$ cat src/hw/rtl/sse_pkg.sv
// ----------------------------------------------------------------------------
// Searchable stack engine package
// Shared widths, operation and status codes, and the control word that drives
// each storage cell of the chain.
// ----------------------------------------------------------------------------
package sse_pkg;

   localparam int WORD_W    = 32;
   localparam int OP_W      = 3;
   localparam int POS_W     = 6;
   localparam int FILL_W    = 7;
   localparam int STATUS_W  = 3;
   localparam int DEPTH_DEF = 64;

   localparam logic [OP_W-1:0] OP_PUSH    = 3'd0;
   localparam logic [OP_W-1:0] OP_POP     = 3'd1;
   localparam logic [OP_W-1:0] OP_SEARCH  = 3'd2;
   localparam logic [OP_W-1:0] OP_REPLACE = 3'd3;
   localparam logic [OP_W-1:0] OP_WRITE   = 3'd4;

   localparam logic [STATUS_W-1:0] ST_OK        = 3'd0;
   localparam logic [STATUS_W-1:0] ST_FULL      = 3'd1;
   localparam logic [STATUS_W-1:0] ST_EMPTY     = 3'd2;
   localparam logic [STATUS_W-1:0] ST_NOT_FOUND = 3'd3;
   localparam logic [STATUS_W-1:0] ST_BAD_INDEX = 3'd4;

   // Move toward higher cell index, move toward cell 0, or overwrite.
   typedef struct packed {
      logic shift_dn;
      logic shift_up;
      logic wr_en;
   } cell_ctrl_type;

endpackage

$ cat src/hw/rtl/sse_cell.sv
// ----------------------------------------------------------------------------
// Stack cell
// Holds one stored word and takes a new one from either neighbor or from the
// write bus, as the control word says.
// ----------------------------------------------------------------------------
module sse_cell (
   input  logic                          clock,
   input  sse_pkg::cell_ctrl_type        ctrl,
   input  logic [sse_pkg::WORD_W-1:0]    prev_word,
   input  logic [sse_pkg::WORD_W-1:0]    next_word,
   input  logic [sse_pkg::WORD_W-1:0]    wr_word,
   output logic [sse_pkg::WORD_W-1:0]    word
);
   import sse_pkg::*;

   logic [WORD_W-1:0] data_ff;
   logic [WORD_W-1:0] data_in;

   always_comb begin
      data_in = data_ff;
      if (ctrl.wr_en) begin
         data_in = wr_word;
      end else if (ctrl.shift_dn) begin
         data_in = prev_word;
      end else if (ctrl.shift_up) begin
         data_in = next_word;
      end
   end

   always_ff @(posedge clock) begin
      data_ff <= data_in;
   end

   assign word = data_ff;

endmodule

$ cat config.mk
export PLATFORM = sky130hd
export DESIGN_NAME = sse_cell
export DESIGN_NICKNAME = d
export VERILOG_FILES = /design/src/hw/rtl/sse_pkg.sv /design/src/hw/rtl/sse_cell.sv
export SDC_FILE = /design/constraint.sdc
export NUM_CORES = 1
export LEC_CHECK = 0
export ABC_AREA = 1
export BUFFER_PORTS_ARGS = -buffer_cell sky130_fd_sc_hd__buf_2
export CAP_MARGIN = 20
export CORE_MARGIN = 3
export CORE_UTILIZATION = 45
export CTS_CLUSTER_SIZE = 30
export DETAILED_ROUTE_END_ITERATION = 10
export GPL_ROUTABILITY_DRIVEN = 0
export GPL_TIMING_DRIVEN = 0
export PLACE_DENSITY = 0.87
export SYNTH_ARGS = -nofsm -noshare
export SYNTH_HDL_FRONTEND = slang
export SYNTH_SLANG_ARGS = --single-unit
$ cat constraint.sdc
create_clock -name clock -period 5.4 [get_ports clock]
set_clock_uncertainty 0.15 [all_clocks]
set_input_delay 1.08 -clock clock [delete_from_list [all_inputs] [get_ports clock]]
set_output_delay 1.08 -clock clock [all_outputs]
set_load 0.01 [all_outputs]
==> impl_metrics.tcl, run 1 <==
set metrics [dict create \
    status "finished clean" \
    grt_pass1_vias 1910 \
    drtIter0Drc 127 \
    cp-end-kind "flip-flop" \
    combPwrFrac_pct 23.6 \
    final_cells 462 \
    worst_path_max_delay_cell "nand2_1" \
    synth-seq-area-share_pct 48.7 \
    multi_input_area_um2 648 \
    rsz0062_at_grt "no" \
    root_buffer "clkbuf_8" \
    synth-simple-area-share_pct 32.8 \
    synthToLayoutAreaGrowth_pct 41.4 \
    cts_tree "done" \
    worst-path-buf-inv 4 \
    seq_area_um2 961 \
    synth_seq_cells 32 \
    cp_max_fo 17 \
    wl_um 5250 \
    post_cts_buffers 0 \
    antenna_found_initial 0 \
    whs_path_depth 3 \
    drive_gt1_share_pct 37.1 \
    tns_ps 0 \
    power_frac_seq_pct 49.1 \
    grt_max_degree 18 \
    met2_usage_pct 35.4 \
    synth-xor-area-share_pct 0 \
    antenna_cells 0 \
    grt-ovfl-total 0 \
    num_io_pins 132 \
    initial_core_util_pct 48.0 \
    min_from "wr_word[31]" \
    syn_inst 274 \
    use_met1_pct 24.1 \
    synth_top_family_by_area "simple AND/OR/NAND/NOR gates" \
    synth_compound_area_share_pct 0 \
    cp.arrival_ps 2320 \
    worst-setup-path-type "in2reg" \
    synth.top_cell.area_share_pct 48.7 \
    syn_area_per_cell_um2 7.21 \
    hold-path-endpoint "word[31]" \
    report.power.total_mw 0.639 \
    leakagePower_nw 1.74 \
    num_vias 2068 \
    synthAdderAreaFrac_pct 0 \
    path_delay_family "buffers and inverters" \
    internal_power_mw 0.465 \
    fp.dieArea_um2 5220 \
    post-place-cells 454 \
    critical-path-max-stage-delay_ps 470 \
    clock_sinks 32 \
    grtUsageMet3_pct 6.37 \
    hold_buffers 0 \
    startpoint_type "input port" \
    muxShareOfSynthArea_pct 0 \
    core_um2 4120 \
    fillers 375 \
    worstPathRequired_ps 5290 \
    synth_cell_types 9 \
    dr.pass1.iters 4 \
    cts_resized 0 \
    largest_reg_flops 32 \
    setup_violations 0 \
    drcViolationCount 0 \
    yosys.area.top_type "edfxtp_1" \
    whs_ps 916 \
    power.density_nw_per_um2 229 \
    fin_crit_ps 2440 \
    grt_pass1_wl_um 8260 \
    die_w_um 72.2 \
    via_per_inst 4.48 \
    place_hpwl_um 4100 \
    p_sw_share_pct 27.3 \
    worstMarginPinSlew_ps 779 \
    portBuffers 129 \
    cts_max_level 2 \
    relSlewSlack_pct 47.9 \
    grt-busiest-layer "met2" \
    cpMostUsedCell "buf_4" \
    grt.total_usage_pct 20.3 \
    yosys_warnings 0 \
    die_h_um 72.2 \
    num_rows 23 \
    p_clk_share_pct 27.3 \
    antenna_left 0 \
    slew_violations 0 \
    final_net_count 511 \
    final_core_util_pct 67.9 \
    netlist_top_cells_area "edfxtp_1, nand2_1, inv_1, nand3_1, buf_4" \
    syn-num-nets 374 \
    clk_pin_slew_ps 70 \
    clk_path_buf_depth 2 \
    ir_worst_vdd_v 0.000124 \
    finalCritPeriodShare_pct 45.1 \
    cp_cell_sequence "buf_4, inv_4, buf_4, nand2_1, buf_16" \
    hp-class "in2reg" \
    hold_viol 0 \
    syn-cell-area_um2 1970 \
    cap_violations 0 \
    cts_buffers 5 \
    switchingPower_mw 0.174 \
    clock.fmax_ghz 0.410 \
    drt-wirelength-per-cell_um 11.4 \
]
[layout make-up]
class                           instances  area share, %
Inverter                               66           9.05
Sequential cell                        32           34.4
Clock buffer                            5           2.46
Tap cell                               50           2.24
Multi-Input combinational cell        162           23.2
Timing Repair Buffer                  130           24.1
Clock inverter                          3          0.493
Buffer                                 14           4.03
[cells in the mapped netlist, drive strengths merged]
cell type and n:
nand3 32, nor2 1, nand2 129, edfxtp 32, buf 14, inv 66
[power by group through the flow]
stage / logic (mW) / registers, mW / clock network, mW
finish: 0.151 / 0.314 / 0.174
global route: 0.169 / 0.317 / 0.191
CTS: 0.153 / 0.314 / 0.178
detailed placement: 0.152 / 0.319 / 0
global placement: 0.147 / 0.318 / 0
floorplan: 0.0589 / 0.336 / 0
[layout by cell type (no fill, tap or decap)]
cell and count:
nand3_1 32, nand2_1 129, buf_16 1, inv_4 2, nor2_1 1, clkinv_1 1, buf_6 4, inv_1 64
clkbuf_8 5, edfxtp_1 32, buf_2 132, clkinv_2 2, buf_4 7
[stage by stage]
| stage | setup slack [ps] | area, µm² |
|---|---|---|
| floorplan | 2770 | 1970 |
| global placement | 2410 | 2680 |
| detailed placement | 2630 | 2710 |
| CTS | 2930 | 2790 |
| global route | 2870 | 2790 |
| finish | 2960 | 2790 |
[layer usage]
| layer | share of wire [%] | up-vias |
|---|---|---|
| li1 | - | 1083 |
| met1 | 38 | 877 |
| met2 | 51 | 104 |
| met3 | 11 | 4 |
| met4 | 0.67 | 0 |
| met5 | 0 | - |
[logic make-up (layout without fill, tap and decap cells)]
kind of cell	Yosys count	after routing
flip-flops	32	32
buffers and inverters	80	218
AND/OR/NAND/NOR	162	162
[how the worst max path moves through the flow]
stage | from | endpoint | slack (ps) | depth (start not counted)
5_1_grt | ctrl[0] | word[19] | 2870 | 5
4_1_cts | ctrl[0] | word[11] | 2930 | 5
3_5_place_dp | ctrl[0] | word[18] | 2630 | 5
6_report | ctrl[0] | word[14] | 2960 | 5
3_3_place_gp | ctrl[0] | word[2] | 2410 | 4
2_1_floorplan | ctrl[0] | word[0] | 2770 | 4
Power figures use the tool's default switching activity.
==> run 2, diff against run 1 <==
--- a/config.mk
+++ b/config.mk
@@ -9,12 +9,12 @@
 export BUFFER_PORTS_ARGS = -buffer_cell sky130_fd_sc_hd__buf_2
 export CAP_MARGIN = 20
 export CORE_MARGIN = 3
-export CORE_UTILIZATION = 45
+export CORE_UTILIZATION = 38
 export CTS_CLUSTER_SIZE = 30
 export DETAILED_ROUTE_END_ITERATION = 10
 export GPL_ROUTABILITY_DRIVEN = 0
 export GPL_TIMING_DRIVEN = 0
-export PLACE_DENSITY = 0.87
+export PLACE_DENSITY = 0.79
 export SYNTH_ARGS = -nofsm -noshare
 export SYNTH_HDL_FRONTEND = slang
 export SYNTH_SLANG_ARGS = --single-unit
==> constraint.sdc (replaced) <==
create_clock -name clock -period 2.2 [get_ports clock]
set_clock_uncertainty 0.15 [all_clocks]
set_input_delay 0.44 -clock clock [delete_from_list [all_inputs] [get_ports clock]]
set_output_delay 0.44 -clock clock [all_outputs]
set_load 0.01 [all_outputs]
==> run 2 against run 1 <==
Clock power increased by 140%. Sequential cell count unchanged. Sequential power up 140%. Sequential share of layout area shrank 0.20 points. Worst setup slack worse by 2400 ps. Total power increased by 140%. Die area up 17%. Count of clock-buffer cells in the layout up 1. First-iteration DRC count fell by 3.9%. Via count is 0.63% higher. Critical path depth did not move. Critical endpoint is now word[1].
==> impl_metrics.tcl, run 2 (synthesis results as in run 1) <==
set metrics [dict create \
    status "finished clean" \
    largest_reg_flops 32 \
    cts_max_level 2 \
    initial_core_util_pct 40.5 \
    hold_buffers 0 \
    clk_path_buf_depth 2 \
    setup_violations 0 \
    cts_buffers 5 \
    tns_ps 0 \
    worst-setup-path-type "in2reg" \
    portBuffers 129 \
    num_vias 2081 \
    worstMarginPinSlew_ps 583 \
    clock_sinks 32 \
    startpoint_type "input port" \
    clk_pin_slew_ps 70 \
    antenna_found_initial 0 \
    num_rows 25 \
    dr.pass1.iters 4 \
    drtIter0Drc 122 \
    cts_resized 0 \
    cts_tree "done" \
    antenna_cells 0 \
    drcViolationCount 0 \
    ir_worst_vdd_v 0.000290 \
    grt.total_usage_pct 17.8 \
    antenna_left 0 \
    worstPathRequired_ps 2040 \
    drive_gt1_share_pct 37.0 \
    final_core_util_pct 57.6 \
    wl_um 5410 \
    die_w_um 78.1 \
    die_h_um 78.1 \
    hold_viol 0 \
    clock.fmax_ghz 0.606 \
    root_buffer "clkbuf_8" \
    hp-class "in2reg" \
    drt-wirelength-per-cell_um 11.3 \
    layout_commonest_cell "buf_2" \
    place_hpwl_um 4260 \
    min_from "wr_word[7]" \
    layout_common_cells "buf_2, nand2_1, inv_1" \
    rsz0062_at_grt "no" \
    fp.dieArea_um2 6100 \
    num_io_pins 132 \
    fin_crit_ps 1650 \
    power.density_nw_per_um2 554 \
    grt_pass1_wl_um 8560 \
    cp_max_fo 21 \
    placed_area_um2 2730 \
    grt_pass1_vias 1918 \
    cp-end-kind "flip-flop" \
    via_per_inst 4.35 \
    post_cts_buffers 0 \
    whs_path_depth 3 \
    fin_area_um2 2810 \
    final_net_count 511 \
    hold-path-endpoint "word[7]" \
    slew_violations 0 \
    synthToLayoutAreaGrowth_pct 42.3 \
    grt-ovfl-total 0 \
    grt_max_degree 22 \
    relSlewSlack_pct 61.1 \
    finalCritPeriodShare_pct 75.1 \
    core_um2 4880 \
    cp.arrival_ps 1490 \
    report.power.total_mw 1.56 \
    leakagePower_nw 1.74 \
    cap_violations 0 \
]
run 2: cell types whose count changed in the layout (fill, tap and decap cells not counted), sizes merged:
cell / change
clkbuf: +1
clkinv: -2
run 2: through the flow:
stage               std cells  worst slack, ps  hold slack, ps
finish                    478              549             274
global route              478              431             276
CTS                       478              533             265
detailed placement        471              235             564
global placement          470             -205             563
floorplan                 274              207             472
run 2: critical path: stages:
cell and delay [ps]:
buf_4 120, inv_4 50, buf_4 170, nand2_1 450, buf_16 240
run 2: layout make-up:
class / instances / area (µm²)
Buffer: 14 / 113
Clock buffer: 6 / 72.6
Clock inverter: 1 / 5.00
Fill cell: 483 / 2070
Inverter: 66 / 253
Multi-Input combinational cell: 162 / 648
Sequential cell: 32 / 961
Tap cell: 67 / 83.8
Timing Repair Buffer: 130 / 673
run 2: report_power, final:
group / total (mW) / internal [mW] / switching [mW]
Clock: 0.418 / 0.215 / 0.204
Combinational: 0.370 / 0.174 / 0.196
Sequential: 0.769 / 0.752 / 0.0162
Total: 1.56 / 1.14 / 0.415
run 2: metal layers:
| layer | vias to the layer above | track usage [%] | wire length, µm |
|---|---|---|---|
| li1 | 1080 | - | - |
| met1 | 889 | 20.1 | 2100 |
| met2 | 102 | 31.2 | 2610 |
| met3 | 10 | 5.96 | 595 |
| met4 | 0 | 6.64 | 104 |
| met5 | - | 0 | 0 |
run 2: worst max path at each step:
stage	depth (start not counted)	slack, ps	to	startpoint
5_1_grt	5	430	word[8]	ctrl[0]
3_3_place_gp	4	-200	word[8]	ctrl[0]
2_1_floorplan	4	210	word[0]	ctrl[0]
3_5_place_dp	5	240	word[8]	ctrl[0]
6_report	5	550	word[1]	ctrl[0]
4_1_cts	5	530	word[19]	ctrl[0]
