[src/hw/rtl/sse_pkg.sv]
// ----------------------------------------------------------------------------
// Searchable stack engine package
// Shared widths, operation and status codes, and the control word that drives
// each storage cell of the chain.
// ----------------------------------------------------------------------------
package sse_pkg;

   localparam int WORD_W    = 32;
   localparam int OP_W      = 3;
   localparam int POS_W     = 6;
   localparam int FILL_W    = 7;
   localparam int STATUS_W  = 3;
   localparam int DEPTH_DEF = 64;

   localparam logic [OP_W-1:0] OP_PUSH    = 3'd0;
   localparam logic [OP_W-1:0] OP_POP     = 3'd1;
   localparam logic [OP_W-1:0] OP_SEARCH  = 3'd2;
   localparam logic [OP_W-1:0] OP_REPLACE = 3'd3;
   localparam logic [OP_W-1:0] OP_WRITE   = 3'd4;

   localparam logic [STATUS_W-1:0] ST_OK        = 3'd0;
   localparam logic [STATUS_W-1:0] ST_FULL      = 3'd1;
   localparam logic [STATUS_W-1:0] ST_EMPTY     = 3'd2;
   localparam logic [STATUS_W-1:0] ST_NOT_FOUND = 3'd3;
   localparam logic [STATUS_W-1:0] ST_BAD_INDEX = 3'd4;

   // Move toward higher cell index, move toward cell 0, or overwrite.
   typedef struct packed {
      logic shift_dn;
      logic shift_up;
      logic wr_en;
   } cell_ctrl_type;

endpackage

[src/hw/rtl/sse_ctrl.sv]
// ----------------------------------------------------------------------------
// Stack controller
// Decodes operations, keeps the fill level, steers the cell chain, walks the
// chain for search and replace-all, and holds the result register.
// ----------------------------------------------------------------------------
module sse_ctrl #(
   parameter int DEPTH = sse_pkg::DEPTH_DEF
) (
   input  logic                                     clock,
   input  logic                                     reset,
   input  logic                                     req_valid,
   output logic                                     req_ready,
   input  logic [sse_pkg::OP_W-1:0]                 req_operation,
   input  logic signed [sse_pkg::WORD_W-1:0]        req_value,
   input  logic signed [sse_pkg::WORD_W-1:0]        req_new_value,
   input  logic [sse_pkg::POS_W-1:0]                req_position,
   output logic                                     rsp_valid,
   input  logic                                     rsp_ready,
   output logic [sse_pkg::STATUS_W-1:0]             rsp_status,
   output logic signed [sse_pkg::WORD_W-1:0]        rsp_popped_word,
   output logic [sse_pkg::POS_W-1:0]                rsp_match_position,
   output logic [sse_pkg::FILL_W-1:0]               rsp_fill_level,
   output logic                                     rsp_last,
   output sse_pkg::cell_ctrl_type                   cmd,
   output logic [$clog2(DEPTH)-1:0]                 wr_idx,
   output logic [sse_pkg::WORD_W-1:0]               wr_word,
   output logic [sse_pkg::WORD_W-1:0]               head_in,
   input  logic [sse_pkg::WORD_W-1:0]               head_word,
   input  logic [sse_pkg::WORD_W-1:0]               tail_word
);
   import sse_pkg::*;

   localparam int IDX_W = $clog2(DEPTH);
   localparam int OCC_W = $clog2(DEPTH + 1);

   typedef enum logic [1:0] {
      S_IDLE,
      S_SCAN,
      S_DONE
   } state_type;

   state_type            state_ff, state_in;
   logic [OCC_W-1:0]     occ_ff, occ_in;
   logic [IDX_W-1:0]     cnt_ff, cnt_in;
   logic [WORD_W-1:0]    key_ff, key_in;
   logic [WORD_W-1:0]    repl_ff, repl_in;
   logic                 replace_ff, replace_in;
   logic                 pend_valid_ff, pend_valid_in;
   logic [IDX_W-1:0]     pend_pos_ff, pend_pos_in;
   logic                 hit_ff, hit_in;

   logic                 rsp_valid_ff, rsp_valid_in;
   logic [STATUS_W-1:0]  rsp_status_ff, rsp_status_in;
   logic [WORD_W-1:0]    rsp_popped_ff, rsp_popped_in;
   logic [POS_W-1:0]     rsp_pos_ff, rsp_pos_in;
   logic [FILL_W-1:0]    rsp_fill_ff, rsp_fill_in;
   logic                 rsp_last_ff, rsp_last_in;

   logic                 out_free;
   logic                 accept;
   logic [OCC_W-1:0]     cnt_ext;
   logic [OCC_W-1:0]     scan_thr;
   logic                 scan_live;
   logic [IDX_W-1:0]     scan_pos;
   logic                 is_match;
   logic                 step_ok;

   assign out_free  = !rsp_valid_ff || rsp_ready;
   assign req_ready = (state_ff == S_IDLE) && out_free;
   assign accept    = req_valid && req_ready;

   // The tail cell sees the chain from the highest cell index down, so the
   // first DEPTH minus fill level words seen are empty slots above the top.
   assign cnt_ext   = OCC_W'(cnt_ff);
   assign scan_thr  = OCC_W'(DEPTH) - occ_ff;
   assign scan_live = cnt_ext >= scan_thr;
   assign scan_pos  = IDX_W'(cnt_ext - scan_thr);
   assign is_match  = scan_live && (tail_word == key_ff);
   // A second search match needs the result register to pass on the pending one.
   assign step_ok   = (state_ff == S_SCAN) &&
                      !(is_match && !replace_ff && pend_valid_ff && !out_free);

   always_comb begin
      state_in      = state_ff;
      occ_in        = occ_ff;
      cnt_in        = cnt_ff;
      key_in        = key_ff;
      repl_in       = repl_ff;
      replace_in    = replace_ff;
      pend_valid_in = pend_valid_ff;
      pend_pos_in   = pend_pos_ff;
      hit_in        = hit_ff;

      rsp_valid_in  = rsp_valid_ff && !rsp_ready;
      rsp_status_in = rsp_status_ff;
      rsp_popped_in = rsp_popped_ff;
      rsp_pos_in    = rsp_pos_ff;
      rsp_fill_in   = rsp_fill_ff;
      rsp_last_in   = rsp_last_ff;

      cmd      = '0;
      wr_idx   = IDX_W'(occ_ff - OCC_W'(1) - OCC_W'(req_position));
      wr_word  = req_new_value;
      head_in  = req_value;

      case (state_ff)
         S_IDLE: begin
            if (accept) begin
               rsp_valid_in  = 1'b1;
               rsp_status_in = ST_OK;
               rsp_popped_in = '0;
               rsp_pos_in    = '0;
               rsp_last_in   = 1'b1;
               case (req_operation)
                  OP_PUSH: begin
                     if (occ_ff == OCC_W'(DEPTH)) begin
                        rsp_status_in = ST_FULL;
                     end else begin
                        cmd.shift_dn = 1'b1;
                        occ_in       = occ_ff + OCC_W'(1);
                     end
                  end
                  OP_POP: begin
                     if (occ_ff == '0) begin
                        rsp_status_in = ST_EMPTY;
                        rsp_popped_in = '1;
                     end else begin
                        cmd.shift_up  = 1'b1;
                        occ_in        = occ_ff - OCC_W'(1);
                        rsp_popped_in = head_word;
                     end
                  end
                  OP_SEARCH, OP_REPLACE: begin
                     rsp_valid_in  = rsp_valid_ff && !rsp_ready;
                     rsp_status_in = rsp_status_ff;
                     rsp_popped_in = rsp_popped_ff;
                     rsp_pos_in    = rsp_pos_ff;
                     rsp_last_in   = rsp_last_ff;
                     state_in      = S_SCAN;
                     cnt_in        = '0;
                     key_in        = req_value;
                     repl_in       = req_new_value;
                     replace_in    = (req_operation == OP_REPLACE);
                     pend_valid_in = 1'b0;
                     hit_in        = 1'b0;
                  end
                  OP_WRITE: begin
                     if (FILL_W'(req_position) < FILL_W'(occ_ff)) begin
                        cmd.wr_en = 1'b1;
                     end else begin
                        rsp_status_in = ST_BAD_INDEX;
                     end
                  end
                  default: begin
                     rsp_status_in = ST_OK;
                  end
               endcase
               rsp_fill_in = FILL_W'(occ_in);
            end
         end
         S_SCAN: begin
            if (step_ok) begin
               cmd.shift_dn = 1'b1;
               head_in      = (replace_ff && is_match) ? repl_ff : tail_word;
               if (is_match) begin
                  if (replace_ff) begin
                     hit_in = 1'b1;
                  end else begin
                     if (pend_valid_ff) begin
                        rsp_valid_in  = 1'b1;
                        rsp_status_in = ST_OK;
                        rsp_popped_in = '0;
                        rsp_pos_in    = POS_W'(pend_pos_ff);
                        rsp_fill_in   = FILL_W'(occ_ff);
                        rsp_last_in   = 1'b0;
                     end
                     pend_valid_in = 1'b1;
                     pend_pos_in   = scan_pos;
                  end
               end
               cnt_in = cnt_ff + IDX_W'(1);
               if (cnt_ff == IDX_W'(DEPTH - 1)) begin
                  state_in = S_DONE;
               end
            end
         end
         S_DONE: begin
            if (out_free) begin
               rsp_valid_in  = 1'b1;
               rsp_popped_in = '0;
               rsp_fill_in   = FILL_W'(occ_ff);
               rsp_last_in   = 1'b1;
               rsp_pos_in    = '0;
               if (replace_ff) begin
                  rsp_status_in = hit_ff ? ST_OK : ST_NOT_FOUND;
               end else if (pend_valid_ff) begin
                  rsp_status_in = ST_OK;
                  rsp_pos_in    = POS_W'(pend_pos_ff);
               end else begin
                  rsp_status_in = ST_NOT_FOUND;
               end
               state_in = S_IDLE;
            end
         end
         default: begin
            state_in = S_IDLE;
         end
      endcase
   end

   always_ff @(posedge clock) begin
      if (reset) begin
         state_ff      <= S_IDLE;
         occ_ff        <= '0;
         cnt_ff        <= '0;
         pend_valid_ff <= 1'b0;
         hit_ff        <= 1'b0;
         replace_ff    <= 1'b0;
         rsp_valid_ff  <= 1'b0;
      end else begin
         state_ff      <= state_in;
         occ_ff        <= occ_in;
         cnt_ff        <= cnt_in;
         pend_valid_ff <= pend_valid_in;
         hit_ff        <= hit_in;
         replace_ff    <= replace_in;
         rsp_valid_ff  <= rsp_valid_in;
      end
      key_ff        <= key_in;
      repl_ff       <= repl_in;
      pend_pos_ff   <= pend_pos_in;
      rsp_status_ff <= rsp_status_in;
      rsp_popped_ff <= rsp_popped_in;
      rsp_pos_ff    <= rsp_pos_in;
      rsp_fill_ff   <= rsp_fill_in;
      rsp_last_ff   <= rsp_last_in;
   end

   assign rsp_valid          = rsp_valid_ff;
   assign rsp_status         = rsp_status_ff;
   assign rsp_popped_word    = rsp_popped_ff;
   assign rsp_match_position = rsp_pos_ff;
   assign rsp_fill_level     = rsp_fill_ff;
   assign rsp_last           = rsp_last_ff;

   a_occ_bound: assert property (@(posedge clock) disable iff (reset)
      occ_ff <= OCC_W'(DEPTH))
      else $error("fill level above stack depth");

   a_scan_keeps_fill: assert property (@(posedge clock) disable iff (reset)
      (state_ff == S_SCAN) |=> (occ_ff == $past(occ_ff)))
      else $error("fill level changed during a chain walk");

   a_one_cell_op: assert property (@(posedge clock) disable iff (reset)
      $onehot0({cmd.shift_dn, cmd.shift_up, cmd.wr_en}))
      else $error("conflicting cell chain commands");

   a_partial_in_walk: assert property (@(posedge clock) disable iff (reset)
      (rsp_valid_ff && !rsp_last_ff) |-> (state_ff != S_IDLE))
      else $error("non-final result outside a search");

endmodule

[config.mk]
export PLATFORM = sky130hd
export DESIGN_NAME = sse_ctrl
export DESIGN_NICKNAME = d
export VERILOG_FILES = /design/src/hw/rtl/sse_pkg.sv /design/src/hw/rtl/sse_ctrl.sv
export SDC_FILE = /design/constraint.sdc
export NUM_CORES = 1
export LEC_CHECK = 0
export BUFFER_PORTS_ARGS = -buffer_cell sky130_fd_sc_hd__buf_2
export CORE_ASPECT_RATIO = 1.5
export CORE_MARGIN = 2
export CORE_UTILIZATION = 40
export CTS_BUF_LIST = sky130_fd_sc_hd__clkbuf_4
export DETAILED_ROUTE_END_ITERATION = 8
export PLACE_DENSITY = 0.76
export SYNTH_ARGS = -nofsm -noshare
export SYNTH_HDL_FRONTEND = slang
export SYNTH_SLANG_ARGS = --single-unit
[constraint.sdc]
create_clock -name clock -period 18.2 [get_ports clock]
set_input_delay 3.64 -clock clock [delete_from_list [all_inputs] [get_ports clock]]
set_output_delay 3.64 -clock clock [all_outputs]
set_load 0.1 [all_outputs]
==> impl_metrics.yaml <==
finish:
  nFillCells: 1683
  areaGrowthSynthToFinish_pct: 20.0
  fin_nets: 1026
  final_cells: 1089
  drive_gt1_frac: 0.364
setup_path:
  worstSetupPathType: "in2out"
  rr_worst_depth: 12
  rr_endpoint: "rsp_match_position[0]"
  crit_fanout: 66
  cp-end-kind: "primary output"
  arrival_ps: 6650
  startpoint_type: "primary input"
  ff2ff_setup_slack_ps: 13060
  cp.required_ps: 14560
  r2r_start: "occ_ff[1]"
grt:
  track_usage: 0.178
  grt_pass1_wl_mm: 27.0
  grt_pass1_vias: 5425
  antenna_found_initial: 1
  overflow: 0
  grt_max_degree: 67
place:
  dp_hpwl_mm: 13.5
  gp_congestion: 0.862
  port_buffers: 264
  placed_cells: 1057
status:
  outcome: "finished clean"
floorplanning:
  die_x_um: 115
  dieArea_mm2: 0.0196
  row_count: 60
  core_area_mm2: 0.0180
  die_y_um: 170
  start_util: 0.410
  ios: 265
logic_synthesis:
  syn_area_per_cell_um2: 11.6
  ys_types: 61
  synth_top_area_share: 0.484
  synth_cells: 635
  synth-seq-area-share: 0.536
  synth_flop_cell: "edfxtp_1"
  synth_fp_nets: 802
  synth_edf_count: 119
  ys_warn_count: 0
  syn-cell-area_mm2: 0.00738
  synth_area_leaders: "edfxtp_1 (48%), dfxtp_1 (5.2%), mux2i_1 (5.0%)"
  synthArstFlopShare: 0
  yosys_register_bits: 138
  synth.largest_area_cell: "edfxtp_1"
clock_network:
  post_cts_buffers: 0
  insertion_delay_ps: 570
  clockRootBuffer: "clkbuf_4"
  clkTransAtPathRegs_ps: 120
  cts_buffers: 17
  cts.path.max_buffers: 2
  clock_sinks: 138
  cts_tree: "built"
  ctsHoldBuffers: 0
  ctsResizeCount: 0
  htreeDepth: 4
run:
  maxCapViolations: 0
timing:
  worst_pin_slew_ps: 1210
  fmax_ghz: 0.0972
  setup_tns_ps: 0
  fin_skew_ps: 32.6
  rsz0062_at_grt: "false"
  setup_viol: 0
  slew_viol_final: 0
  period_minus_slack_ps: 10290
  fin_crit_sh: 0.566
  final-hold-violation-count: 0
  slew_headroom: 0.190
routing:
  dr_total_vias: 5574
  ant_nets: 0
  drtIter0Drc: 229
  drt_pass1_iterations: 5
  drt_wl_total_mm: 17.5
  wl_per_cell_um: 16.1
  via_per_inst: 5.12
  drcViolationCount: 0
hold_path:
  min_from: "pend_valid_ff"
  hold_depth: 2
  hold_end: "pend_valid_ff"
  min_path_type: "reg2reg"
power_and_ir_drop:
  p_leak_uw: 0.00396
  peakVddDrop_v: 0.0000708
  power_density_mw_per_mm2: 128
==> per-layer routing <==
layer,wire length (um),part of all wire,global-route usage,up-vias
li1,-,-,-,2713
met1,6530,0.37,0.187,2552
met2,9180,0.52,0.335,285
met3,1470,0.084,0.0516,24
met4,309,0.018,0.0602,0
met5,0,0,0,-
==> worst max path at each step <==
stage	cells past startpoint	start	slack (ps)	endpoint
final	10	tail_word[21]	7910	head_in[5]
after global routing	10	tail_word[21]	7560	head_in[25]
after CTS	10	tail_word[21]	7740	head_in[5]
after detailed placement	10	tail_word[21]	7750	head_in[5]
after global placement	10	tail_word[6]	7870	head_in[5]
after floorplan	7	tail_word[25]	7350	head_in[0]
==> registers in the layout, summed over array words and instances (netlist names), 2 cells and up <==
register	cells
pend_pos_ff	6
key_ff	32
repl_ff	32
state_ff	2
rsp_status	3
rsp_fill_level	7
rsp_popped_word	32
cnt_ff	6
rsp_match_position	6
occ_ff	7
==> synthesized netlist by cell type, types with 19 or more instances <==
library cell and n:
a21oi_1 23, o21ai_1 30, buf_4 34, edfxtp_1 119
nand2_1 52, xor2_1 38, inv_1 27, nor2_1 29
o21a_1 38, ha_1 24, dfxtp_1 19, mux2i_1 37
==> critical path: stages <==
cell	delay [ps]
buf_2	120
xor2_1	140
nor4_1	430
nand4_1	320
a2111oi_2	520
nand2b_2	210
buf_4	520
nand2_1	160
o21ai_1	120
buf_2	450
==> layout by cell type, fill, tap and decap left out, types with 3 or more instances in the layout <==
| cell type | n |
|---|---|
| buf_2 | 264 |
| edfxtp_1 | 119 |
| nand2_1 | 52 |
| o21a_1 | 38 |
| xor2_1 | 38 |
| mux2i_1 | 37 |
| o21ai_1 | 30 |
| nor2_1 | 28 |
| inv_1 | 26 |
| ha_1 | 24 |
| a21oi_1 | 23 |
| dfxtp_1 | 19 |
| clkbuf_4 | 18 |
| o21ai_0 | 16 |
| xnor2_1 | 13 |
| nand3_1 | 11 |
| a21o_1 | 8 |
| nor2b_1 | 8 |
| nor4_1 | 8 |
| nand4_1 | 6 |
| and2_1 | 6 |
| and3_1 | 5 |
| clkinv_4 | 5 |
| nand2b_1 | 4 |
| a31oi_1 | 4 |
| nor3_1 | 4 |
| clkinvlp_4 | 4 |
| buf_4 | 4 |
| a211oi_1 | 3 |
==> per-stage QoR <==
step	hold slack [ps]	cell area, um2	setup slack [ps]	util	power (uW)
after CTS	493	8860	7740	0.492	1150
after detailed placement	463	8580	7750	0.476	946
after floorplan	429	7380	7350	-	862
final	498	8860	7910	0.492	1140
after global routing	540	8860	7560	0.492	1180
after global placement	450	8580	7870	0.476	942
==> kinds of logic (layout without fill, tap and decap cells) <==
kind of cell               count (synthesis)  count (layout)  share of synthesized area
and+or+nand+nor                          147             147                     0.0974
buffers and inverters                     90             326                     0.0746
adders and majority gates                 26              26                     0.0461
AOI/OAI and AO/OA                        145             145                      0.134
xor gates and xnor gates                  51              51                     0.0605
DFF                                      138             138                      0.536
muxes                                     38              38                     0.0517
other                                      0               1                          0
==> cell type report <==
type                            instances  area [um2]  share of cell area
Antenna cell                            1        2.50            0.000282
Clock buffer                           18         135              0.0152
Clock inverter                         13         148              0.0167
Sequential cell                       138        3950               0.446
Multi-Input combinational cell        407        2900               0.327
Tap cell                              217         272              0.0306
Timing Repair Buffer                  268        1350               0.152
Inverter                               27         101              0.0114
==> where the power goes <==
| group | leakage, uW | total, uW | switching [uW] | internal [uW] |
|---|---|---|---|---|
| Clock | 0.000141 | 201 | 118 | 83.1 |
| Combinational | 0.00254 | 543 | 450 | 93.5 |
| Sequential | 0.00128 | 394 | 11.8 | 382 |
| Total | 0.00396 | 1140 | 579 | 559 |
Power figures use the tool's default switching activity.
